==> config.mk <==
export PLATFORM = sky130hd
export DESIGN_NAME = sacl_ram
export DESIGN_NICKNAME = d
export VERILOG_FILES = /design/src/design/set_assoc_cache_lru_write_policy_unit_macros.svh /design/src/design/sacl_pkg.sv /design/src/design/sacl_ram.sv
export SDC_FILE = /design/constraint.sdc
export NUM_CORES = 2
export LEC_CHECK = 0
export ABC_AREA = 0
export BUFFER_PORTS_ARGS = -buffer_cell sky130_fd_sc_hd__buf_4
export CAP_MARGIN = 20
export CORE_AREA = 5 5 432 476
export CTS_CLUSTER_SIZE = 20
export DETAILED_ROUTE_END_ITERATION = 7
export DIE_AREA = 0 0 437 481
export GPL_ROUTABILITY_DRIVEN = 0
export PLACE_DENSITY = 0.64
export SLEW_MARGIN = 20
export SYNTH_ARGS = -nofsm -noshare
export SYNTH_HDL_FRONTEND = slang
export SYNTH_SLANG_ARGS = --single-unit
==> constraint.sdc <==
create_clock -name clk -period 4.6 [get_ports clk]
set_input_delay 0.46 -clock clk [delete_from_list [all_inputs] [get_ports clk]]
set_output_delay 0.46 -clock clk [all_outputs]
set_load 0.02 [all_outputs]
==> src/design/set_assoc_cache_lru_write_policy_unit_macros.svh <==
// Assertion macros shared by the cache tag unit.
`ifndef SET_ASSOC_CACHE_LRU_WRITE_POLICY_UNIT_MACROS_SVH
`define SET_ASSOC_CACHE_LRU_WRITE_POLICY_UNIT_MACROS_SVH

// Same-cycle implication, sampled on clk and disabled during reset.
`define SACL_ASSERT(lbl, ante, cons, msg) \
	lbl: assert property (@(posedge clk) disable iff (!arst_n) (ante) |-> (cons)) \
		else $error(msg);

// Next-cycle implication, sampled on clk and disabled during reset.
`define SACL_ASSERT_NEXT(lbl, ante, cons, msg) \
	lbl: assert property (@(posedge clk) disable iff (!arst_n) (ante) |=> (cons)) \
		else $error(msg);

`endif

==> src/design/sacl_pkg.sv <==
// Types, codes and defaults shared by the cache tag unit.
package sacl_pkg;

	localparam int SETS_DEF      = 256;
	localparam int WAYS_DEF      = 8;
	localparam int ADDR_BITS_DEF = 32;

	localparam int CFG_INDEX_W = 2;
	localparam int CFG_DATA_W  = 32;
	localparam int WAY_OUT_W   = 3;
	localparam int REFS_W      = 2;
	localparam int NWAYS_W     = 5;

	localparam logic [4:0] OFFSET_BITS_RST  = 5'd4;
	localparam logic [3:0] INDEX_BITS_RST   = 4'd8;
	localparam logic [3:0] WAYS_IN_USE_RST  = 4'd8;

	typedef enum logic [CFG_INDEX_W-1:0] {
		CFG_OFFSET_BITS,
		CFG_INDEX_BITS,
		CFG_WAYS_IN_USE,
		CFG_WRITE_POLICY
	} cfg_index_t;

	typedef enum logic {
		CMD_READ,
		CMD_WRITE
	} cmd_t;

	typedef enum logic {
		WP_THROUGH,
		WP_BACK
	} policy_t;

	typedef enum logic [1:0] {
		ST_CLEAR,
		ST_IDLE,
		ST_EVAL
	} state_t;

	typedef struct packed {
		cmd_t                 cmd;
		policy_t              policy;
		logic [NWAYS_W-1:0]   nways;
	} ctl_t;

	typedef struct packed {
		logic                 hit;
		logic [WAY_OUT_W-1:0] way;
		logic                 dirty_evict;
		logic [REFS_W-1:0]    mem_refs;
	} rsp_t;

endpackage

==> src/design/sacl_ram.sv <==
// Simple dual-port synchronous memory with a registered read port.
module sacl_ram #(
	parameter int DEPTH = sacl_pkg::SETS_DEF,
	parameter int AW    = 8,
	parameter int DW    = 8
) (
	input  logic          clk,
	input  logic          we,
	input  logic [AW-1:0] waddr,
	input  logic [DW-1:0] wdata,
	input  logic          re,
	input  logic [AW-1:0] raddr,
	output logic [DW-1:0] rdata
);

	logic [DW-1:0] mem [DEPTH];

	always_ff @(posedge clk) begin
		if (we) begin
			mem[waddr] <= wdata;
		end
	end

	// The read data holds while no read is issued, so a stalled lookup keeps its row.
	always_ff @(posedge clk) begin
		if (re) begin
			rdata <= mem[raddr];
		end
	end

endmodule

==> run metrics <==
run status=completed; critical path class=input pin to flip-flop; P_sw=8.30 mW; Total Routing Usage GR=0.188; required time of the critical path=5160 ps; R2R setup slack=1680 ps; Die X-Extent=437 um; CP Max Fanout=37; fin crit share=0.672; number of synthesis warnings=0; Sink Count=2056; Vert. Die Dim=481 um; vias in the first global route=39266; number of synthesized flops with an enable pin=2056; Seq pwr share=0.534; RSZ-0062 raised after global routing=false; peak supply drop=0.000395 V; vias=38870; synthesis-stage register bit count=2056; Pins Over Slew Limit=0; nets@finish=3933; Worst path max stage delay=700 ps; Reg clk slew, reported paths=60 ps; sequential fraction of the synthesis area=0.775; worst path cell trace=buf_8 -> buf_12 -> buf_4 -> mux4_2 -> a221oi_1 -> o221ai_1 -> a211oi_1 -> buf_4 -> nor4_1; clk buf depth=3; row count=173; Worst Setup Start Kind=input pin; Core Box Area=201000 um^2; first-pass detailed-route iteration total=6; CP endpoint kind=flip-flop; DR iter-0 viols=4898; Final Critical Period=3090 ps; initial antenna violation count=9; most used cell, CP=buf_4; post-CTS setup buffers=0; commonest non-fill, non-tap cell in the layout=edfxtp_1; Final Hold Fails=0; internal cell power=30.4 mW; io pins=35; die area=210000 um^2; commonest non-fill, non-tap cells in the layout=2056 x edfxtp_1, 454 x mux4_2, 279 x nor2_1; Worst slew margin=0.236; final wirelength=199 mm; FMAX=323 MHz; Final setup viols=0; asr flop ratio synth=0; clock group share of total power=0.417; Power, Total=38.7 mW; ANT nets after route=0; first-pass GRT wire length=288 mm; HP Class=input pin to flip-flop; HPWL after detailed placement=125 mm; PwrDens=431 nW/um^2; share of post-route cells with drive strength above 1=0.232; largest net degree at the start of global routing=168; Final TNS setup=0 ps; FF+latch area=61700 um^2; Synth Area per Inst=21.3 um^2; GRT Residual Overflow=0; CTS buffer count=204; Sw Share=0.214; port buffer count=34; Critical-path top delay cell=a211oi_1; Fillers=16769; Worst-Skew Late Latency=840 ps; synthesized area=79600 um^2; CTS tree=built; Synth Flop Type=edfxtp_1; Unique masters post-synth=54; Worst-Margin Slew=1140 ps; Initial Utilization=0.396; Synth Net Count=3760; WL per Instance=29.8 um; DRC Markers=0; post-DR vias/cell=5.80; multi-input gate area in the final layout=16500 um^2; max_cap viols=0; root buf cell=clkbuf_16; Post-Synthesis Cells=3733; P_leak=27.5 nW; Comb power frac=0.049; critical path arrival=3650 ps; final clock skew=52.6 ps; CTS H-tree depth=4; Area Overhead vs Synth=12.9%
-- power groups by stage --
stage | clock, mW | combinational [mW] | sequential (mW)
2_1_floorplan | 0 | 1.00 | 21.1
3_3_place_gp | 0 | 1.86 | 21.1
3_5_place_dp | 0 | 1.89 | 21.1
4_1_cts | 16.4 | 1.90 | 20.7
5_1_grt | 17.2 | 1.98 | 20.7
6_report | 16.2 | 1.88 | 20.7
-- path summary, 6_finish.rpt --
kind,from,endpoint,depth (start not counted)
worst max-delay path,raddr[0],rdata[5]$_DFFE_PP_,9
worst min register to register,mem[45][6]$_DFFE_PP_,rdata[6]$_DFFE_PP_,5
worst min-delay path,wdata[3],mem[144][3]$_DFFE_PP_,1
worst max register to register,mem[43][5]$_DFFE_PP_,rdata[5]$_DFFE_PP_,7
-- final cells by class --
cell class                 count  area share
clock buffer                 259      0.0593
tap                         2625      0.0365
inverter                       2   0.0000835
timing repair buffer         200      0.0204
multi-input combinational   1442       0.184
sequential                  2056       0.687
antenna                        5    0.000139
clock inverter               110      0.0130
-- worst max-delay path, delay by kind of cell --
kind | cells | cell delay, ps
compound gates | 3 | 1190
buf+inv | 4 | 1270
simple gates | 1 | 40
mux | 1 | 570
-- routing by layer --
metal,track usage,share of wire
met1,0.258,0.40
met4,0.0652,0.035
met2,0.305,0.49
met5,0,0.000065
met3,0.0333,0.077
-- sequential cells by signal, summed over array words and instances, names as in the netlist --
| signal | flops |
|---|---|
| rdata | 8 |
| mem | 2048 |
-- cell families after synthesis --
family	count (synthesis)	synth area share
AO/OA/AOI/OAI	385	0.0342
buffers and inverters	235	0.0183
flip-flops	2056	0.775
multiplexers	591	0.146
AND/OR/NAND/NOR	466	0.0263
-- metrics by stage --
step / hold WS, ps / setup WS (ps) / instances / utilization / instance area [um^2]
floorplan: 559 / 2060 / 3733 / - / 79600
global placement: 876 / 248 / 6322 / 0.415 / 83300
detailed placement: 876 / 811 / 6323 / 0.415 / 83300
CTS: 60.4 / 1690 / 6693 / 0.447 / 89800
global route: 91.8 / 1450 / 6697 / 0.447 / 89900
finish: 100 / 1510 / 6699 / 0.447 / 89900
-- synthesized netlist by cell type (all sizes together) (22+ instances only) --
library cell,n,share of area
o22ai,28,0.0022
nor2b,31,0.0024
buf,122,0.013
nor3,22,0.0014
nand2,33,0.0016
o221ai,47,0.0052
mux2i,134,0.017
clkbuf,111,0.0052
nand3,34,0.0021
nor2,282,0.013
a21oi,96,0.0060
mux4,456,0.13
nor4,27,0.0024
a22oi,133,0.013
edfxtp,2056,0.78
-- timing repair --
item,CTS,global route
endpoints found under the hold margin,8,0
hold buffers,1,0
gates resized for setup,0,0
Power figures use the tool's default switching activity.
