## config.mk

```make
export PLATFORM = sky130hd
export DESIGN_NAME = sacl_lookup
export DESIGN_NICKNAME = d
export VERILOG_FILES = /design/src/design/set_assoc_cache_lru_write_policy_unit_macros.svh /design/src/design/sacl_pkg.sv /design/src/design/sacl_lookup.sv
export SDC_FILE = /design/constraint.sdc
export NUM_CORES = 1
export LEC_CHECK = 0
export BUFFER_PORTS_ARGS = -buffer_cell sky130_fd_sc_hd__buf_2
export CORE_AREA = 2 2 245 247
export DETAILED_ROUTE_END_ITERATION = 12
export DIE_AREA = 0 0 247 249
export PLACE_DENSITY = 0.38
export SLEW_MARGIN = 10
export SYNTH_ARGS = -nofsm -noshare
export SYNTH_HDL_FRONTEND = slang
export SYNTH_SLANG_ARGS = --single-unit
```

## constraint.sdc

```tcl
create_clock -name vclk -period 25.1
set_clock_uncertainty 0.15 [all_clocks]
set_input_delay 1.255 -clock vclk [all_inputs]
set_output_delay 1.255 -clock vclk [all_outputs]
set_load 0.1 [all_outputs]
```

## src/design/set_assoc_cache_lru_write_policy_unit_macros.svh

```systemverilog
// Assertion macros shared by the cache tag unit.
`ifndef SET_ASSOC_CACHE_LRU_WRITE_POLICY_UNIT_MACROS_SVH
`define SET_ASSOC_CACHE_LRU_WRITE_POLICY_UNIT_MACROS_SVH

// Same-cycle implication, sampled on clk and disabled during reset.
`define SACL_ASSERT(lbl, ante, cons, msg) \
	lbl: assert property (@(posedge clk) disable iff (!arst_n) (ante) |-> (cons)) \
		else $error(msg);

// Next-cycle implication, sampled on clk and disabled during reset.
`define SACL_ASSERT_NEXT(lbl, ante, cons, msg) \
	lbl: assert property (@(posedge clk) disable iff (!arst_n) (ante) |=> (cons)) \
		else $error(msg);

`endif

```

## src/design/sacl_pkg.sv

```systemverilog
// Types, codes and defaults shared by the cache tag unit.
package sacl_pkg;

	localparam int SETS_DEF      = 256;
	localparam int WAYS_DEF      = 8;
	localparam int ADDR_BITS_DEF = 32;

	localparam int CFG_INDEX_W = 2;
	localparam int CFG_DATA_W  = 32;
	localparam int WAY_OUT_W   = 3;
	localparam int REFS_W      = 2;
	localparam int NWAYS_W     = 5;

	localparam logic [4:0] OFFSET_BITS_RST  = 5'd4;
	localparam logic [3:0] INDEX_BITS_RST   = 4'd8;
	localparam logic [3:0] WAYS_IN_USE_RST  = 4'd8;

	typedef enum logic [CFG_INDEX_W-1:0] {
		CFG_OFFSET_BITS,
		CFG_INDEX_BITS,
		CFG_WAYS_IN_USE,
		CFG_WRITE_POLICY
	} cfg_index_t;

	typedef enum logic {
		CMD_READ,
		CMD_WRITE
	} cmd_t;

	typedef enum logic {
		WP_THROUGH,
		WP_BACK
	} policy_t;

	typedef enum logic [1:0] {
		ST_CLEAR,
		ST_IDLE,
		ST_EVAL
	} state_t;

	typedef struct packed {
		cmd_t                 cmd;
		policy_t              policy;
		logic [NWAYS_W-1:0]   nways;
	} ctl_t;

	typedef struct packed {
		logic                 hit;
		logic [WAY_OUT_W-1:0] way;
		logic                 dirty_evict;
		logic [REFS_W-1:0]    mem_refs;
	} rsp_t;

endpackage

```

## src/design/sacl_lookup.sv

```systemverilog
// Tag match, victim choice, recency update and response for one set row.
module sacl_lookup #(
	parameter int WAYS      = sacl_pkg::WAYS_DEF,
	parameter int ADDR_BITS = sacl_pkg::ADDR_BITS_DEF,
	parameter int WB        = (WAYS > 1) ? $clog2(WAYS) : 1,
	parameter int MW        = WAYS * (2 + WB)
) (
	input  sacl_pkg::ctl_t            ctl,
	input  logic [ADDR_BITS-1:0]      tag,
	input  logic [MW-1:0]             meta_row,
	input  logic [WAYS*ADDR_BITS-1:0] tag_row,
	output logic [MW-1:0]             meta_new,
	output logic [WAYS*ADDR_BITS-1:0] tag_new,
	output sacl_pkg::rsp_t            res
);
	import sacl_pkg::*;

	logic [WAYS-1:0]      valid;
	logic [WAYS-1:0]      dirty;
	logic [WB-1:0]        rank [WAYS];
	logic [ADDR_BITS-1:0] tags [WAYS];
	logic [WAYS-1:0]      valid_n;
	logic [WAYS-1:0]      dirty_n;
	logic [WB-1:0]        rank_n [WAYS];
	logic [ADDR_BITS-1:0] tags_n [WAYS];
	logic                 hit;
	logic [WB-1:0]        hit_way;
	logic                 free;
	logic [WB-1:0]        free_way;
	logic [WB-1:0]        lru_way;
	logic [WB-1:0]        lru_rank;
	logic                 fill;
	logic                 evict;
	logic [WB-1:0]        tw;
	logic [WB-1:0]        tw_rank;
	logic                 is_wr;
	logic                 wb_mode;

	always_comb begin
		for (int w = 0; w < WAYS; w++) begin
			valid[w] = meta_row[w];
			dirty[w] = meta_row[WAYS + w];
			rank[w]  = meta_row[2*WAYS + w*WB +: WB];
			tags[w]  = tag_row[w*ADDR_BITS +: ADDR_BITS];
		end
	end

	always_comb begin
		is_wr   = (ctl.cmd == CMD_WRITE);
		wb_mode = (ctl.policy == WP_BACK);

		// Scanning downward leaves the lowest matching way selected.
		hit      = 1'b0;
		hit_way  = '0;
		free     = 1'b0;
		free_way = '0;
		for (int w = WAYS - 1; w >= 0; w--) begin
			if (w < ctl.nways && valid[w] && tags[w] == tag) begin
				hit     = 1'b1;
				hit_way = WB'(w);
			end
			if (w < ctl.nways && !valid[w]) begin
				free     = 1'b1;
				free_way = WB'(w);
			end
		end

		// Strict compare keeps the lowest numbered way among equal ranks.
		lru_way  = '0;
		lru_rank = rank[0];
		for (int v = 1; v < WAYS; v++) begin
			if (v < ctl.nways && rank[v] < lru_rank) begin
				lru_way  = WB'(v);
				lru_rank = rank[v];
			end
		end

		fill  = !hit && (wb_mode || !is_wr);
		evict = wb_mode && !hit && !free && dirty[lru_way];
		if (hit) begin
			tw = hit_way;
		end else if (fill) begin
			tw = free ? free_way : lru_way;
		end else begin
			tw = '0;
		end
		tw_rank = rank[tw];

		for (int v = 0; v < WAYS; v++) begin
			valid_n[v] = valid[v];
			dirty_n[v] = dirty[v];
			tags_n[v]  = tags[v];
			rank_n[v]  = rank[v];
			if (hit || fill) begin
				if (WB'(v) == tw) begin
					rank_n[v] = WB'(WAYS - 1);
				end else if (rank[v] > tw_rank) begin
					rank_n[v] = rank[v] - WB'(1);
				end
			end
		end
		if (fill) begin
			valid_n[tw] = 1'b1;
			dirty_n[tw] = wb_mode && is_wr;
			tags_n[tw]  = tag;
		end else if (hit && wb_mode && is_wr) begin
			dirty_n[tw] = 1'b1;
		end

		res.hit         = hit;
		res.way         = WAY_OUT_W'(tw);
		res.dirty_evict = evict;
		if (!wb_mode) begin
			res.mem_refs = (hit && !is_wr) ? 2'd0 : 2'd1;
		end else if (hit) begin
			res.mem_refs = 2'd0;
		end else begin
			res.mem_refs = evict ? 2'd2 : 2'd1;
		end
	end

	always_comb begin
		for (int w = 0; w < WAYS; w++) begin
			meta_new[w]                    = valid_n[w];
			meta_new[WAYS + w]             = dirty_n[w];
			meta_new[2*WAYS + w*WB +: WB]  = rank_n[w];
			tag_new[w*ADDR_BITS +: ADDR_BITS] = tags_n[w];
		end
	end

endmodule

```

==> impl_metrics.csv <==
group,metric,value,unit
worst_setup_path,critical_path_class,"in2out",
worst_setup_path,slowest_stage,"a2111oi_2",
timing,setup_tns,0,ps
synth,syn-cell-area,9680,sq um
cells_and_area,layout_common_cells,"buf_2 (638), mux2_2 (254), xor2_1 (138)",
synth,syn-instance-count,1284,
cells_and_area,clock_buffers,0,
route,drc,0,
cells_and_area,layout.cells.non_filler,2618,
worst_setup_path,crit_family,"compound AO/OA/AOI/OAI gates",
worst_setup_path,end_kind,"primary output",
synth,synth.avg_cell_area,7.54,sq um
cells_and_area,drive_above_1_share,0.519,
cts,post_cts_buffers,0,
timing,tightest_slew,1130,ps
floorplan,die_height,249,um
placement,hpwl,71.1,mm
floorplan,dieArea,61500,sq um
timing,rsz0062_at_grt,"no",
cells_and_area,final_common_cell,"buf_2",
cells_and_area,design.seq.count,0,
synth,synthMuxAreaShare,0.306,
timing,fmax,0.0723,GHz
cts,cts_resized,0,
global_route,grt_start_max_net_pins,36,
global_route,antenna_found_initial,54,
job,drv_cap,0,
synth,synth_cell_types,80,
power_and_ir_drop,ir_drop,0.0401,mV
synth,synthAdderAreaFrac,0.0439,
synth,synth_compound_area_frac,0.148,
timing,setup_viol,0,
timing,hold_viol,0,
placement,numPortBuffers,638,
cells_and_area,layout.nets,2194,
synth,yosysWarningCount,0,
route,num_vias,12800,
cells_and_area,area_growth,40.5,%
status,status,"finished, final reports clean",
timing,slew_headroom,0.247,
synth,synth_xor_area_frac,0.227,
route,wl_per_cell,31.7,um
route,finalWirelength,82.9,mm
global_route,grtUsageTotal,0.257,
route,routed_via_density,4.89,
synth,synth_top_family_by_area,"multiplexers",
global_route,grt_pass1_vias,12800,
floorplan,die_w,247,um
placement,placed_cells,2600,
floorplan,coreArea,58700,sq um
global_route,grt_overflow,0,
timing,drv_slew,0,
global_route,grt_first_pass_wirelength,110,mm
worst_setup_path,critPathMaxFanout,16,
route,ant_nets,0,
power_and_ir_drop,power_density,50.7,nW/um^2
worst_setup_path,cp-start-kind,"input pin",
worst_setup_path,cp_slowest_stage_delay,810,ps
cts,cts_hold_buf,0,
floorplan,std_cell_rows,89,
placement,place_congestion,0.900,
floorplan,start_util,0.165,
power_and_ir_drop,p_leak,5.93,nW
synth,seq_area_frac_synth,0,
synth,syn_nets,1649,
route,drt_iter0_drc,718,
worst_setup_path,arrival,12420,ps
cells_and_area,regArea,0,sq um
timing,period_needed,13820,ps
synth,synthSimpleGateAreaFrac,0.215,
route,first_pass_iters,5,
worst_setup_path,worstPathRequired,23690,ps
min_path,hold_path_class,"in2out",
timing,fin_crit_sh,0.551,
worst_setup_path,path_buf_inv,3,
cells_and_area,fin_util,0.232,
floorplan,num_io_pins,638,
worst min-delay path, delay by kind of cell:
kind                   cells  cell delay [ps]
AND/OR/NAND/NOR            2              110
buffers and inverters      2              400
routing by layer:
metal / global-route usage / up-vias / share of wire
met1: 0.310 / 6313 / 0.40
met4: 0.0676 / 8 / 0.024
met3: 0.0491 / 105 / 0.069
met5: 0 / - / 0.00062
li1: - / 5806 / -
met2: 0.458 / 580 / 0.50
layout make-up:
cell class	instances	area, sq um
multi-input combinational	1135	9140
timing repair buffer	654	3310
antenna	18	45.0
tap	773	967
fill	6689	45100
inverter	38	143
where the power goes:
group | leakage, nW | internal (mW) | switching (mW)
sequential | 0 | 0 | 0
clock | 0.000114 | 0.0000000982 | 0
combinational | 5.93 | 0.150 | 0.540
path summary, 6_finish.rpt:
check	from	to	slack [ps]	cells after the start
setup / recovery	meta_row[18]	meta_new[39]	11280	36
hold / removal	ctl[5]	res[1]	2880	4
cell usage after synthesis, types with 4 or more instances:
master | instances | area share
mux2_2 | 254 | 0.30
xor2_1 | 138 | 0.12
xnor2_1 | 113 | 0.10
clkbuf_1 | 93 | 0.036
nand2_1 | 74 | 0.029
nor2_1 | 70 | 0.027
nor4_1 | 46 | 0.030
a21oi_1 | 42 | 0.022
o21ai_0 | 41 | 0.021
nand4_1 | 37 | 0.024
inv_1 | 36 | 0.014
nor3_1 | 31 | 0.016
ha_1 | 30 | 0.039
nand3_1 | 25 | 0.013
nor2b_1 | 16 | 0.010
a31oi_1 | 14 | 0.0090
buf_2 | 12 | 0.0062
o211ai_1 | 11 | 0.0085
nand2b_1 | 10 | 0.0065
and4_1 | 9 | 0.0081
mux2i_1 | 9 | 0.0093
or3_1 | 9 | 0.0058
and3_1 | 8 | 0.0052
or2_2 | 8 | 0.0052
a211oi_1 | 7 | 0.0054
a32oi_1 | 7 | 0.0063
o21a_1 | 7 | 0.0054
o21ai_1 | 7 | 0.0036
a21boi_0 | 6 | 0.0047
a2111oi_0 | 5 | 0.0045
a41oi_1 | 5 | 0.0045
and2_1 | 5 | 0.0032
maj3_1 | 5 | 0.0052
o22ai_1 | 5 | 0.0032
a2111o_1 | 4 | 0.0047
a311oi_1 | 4 | 0.0036
nor4b_1 | 4 | 0.0036
o211a_1 | 4 | 0.0041
o2bb2ai_1 | 4 | 0.0036
or4_1 | 4 | 0.0031
through the flow:
step | hold slack (ps) | setup WS [ps] | area (sq um) | power, mW
CTS | 2880 | 10680 | 13600 | 0.691
global route | 2900 | 10560 | 13600 | 0.719
finish | 2880 | 11280 | 13600 | 0.690
global placement | 2880 | 10740 | 13600 | 0.688
detailed placement | 2880 | 10700 | 13600 | 0.689
floorplan | 2690 | 10910 | 9680 | 0.525
cell families (layout without fill, tap and decap cells):
logic type                 after synthesis  count (layout)
xor gates and xnor gates               251             251
other                                    0              18
and+or+nand+nor                        381             381
buffers and inverters                  149             692
adders and majority gates               35              35
AOI/OAI and AO/OA                      204             204
muxes                                  264             264
(Power assumes the default switching activity.)
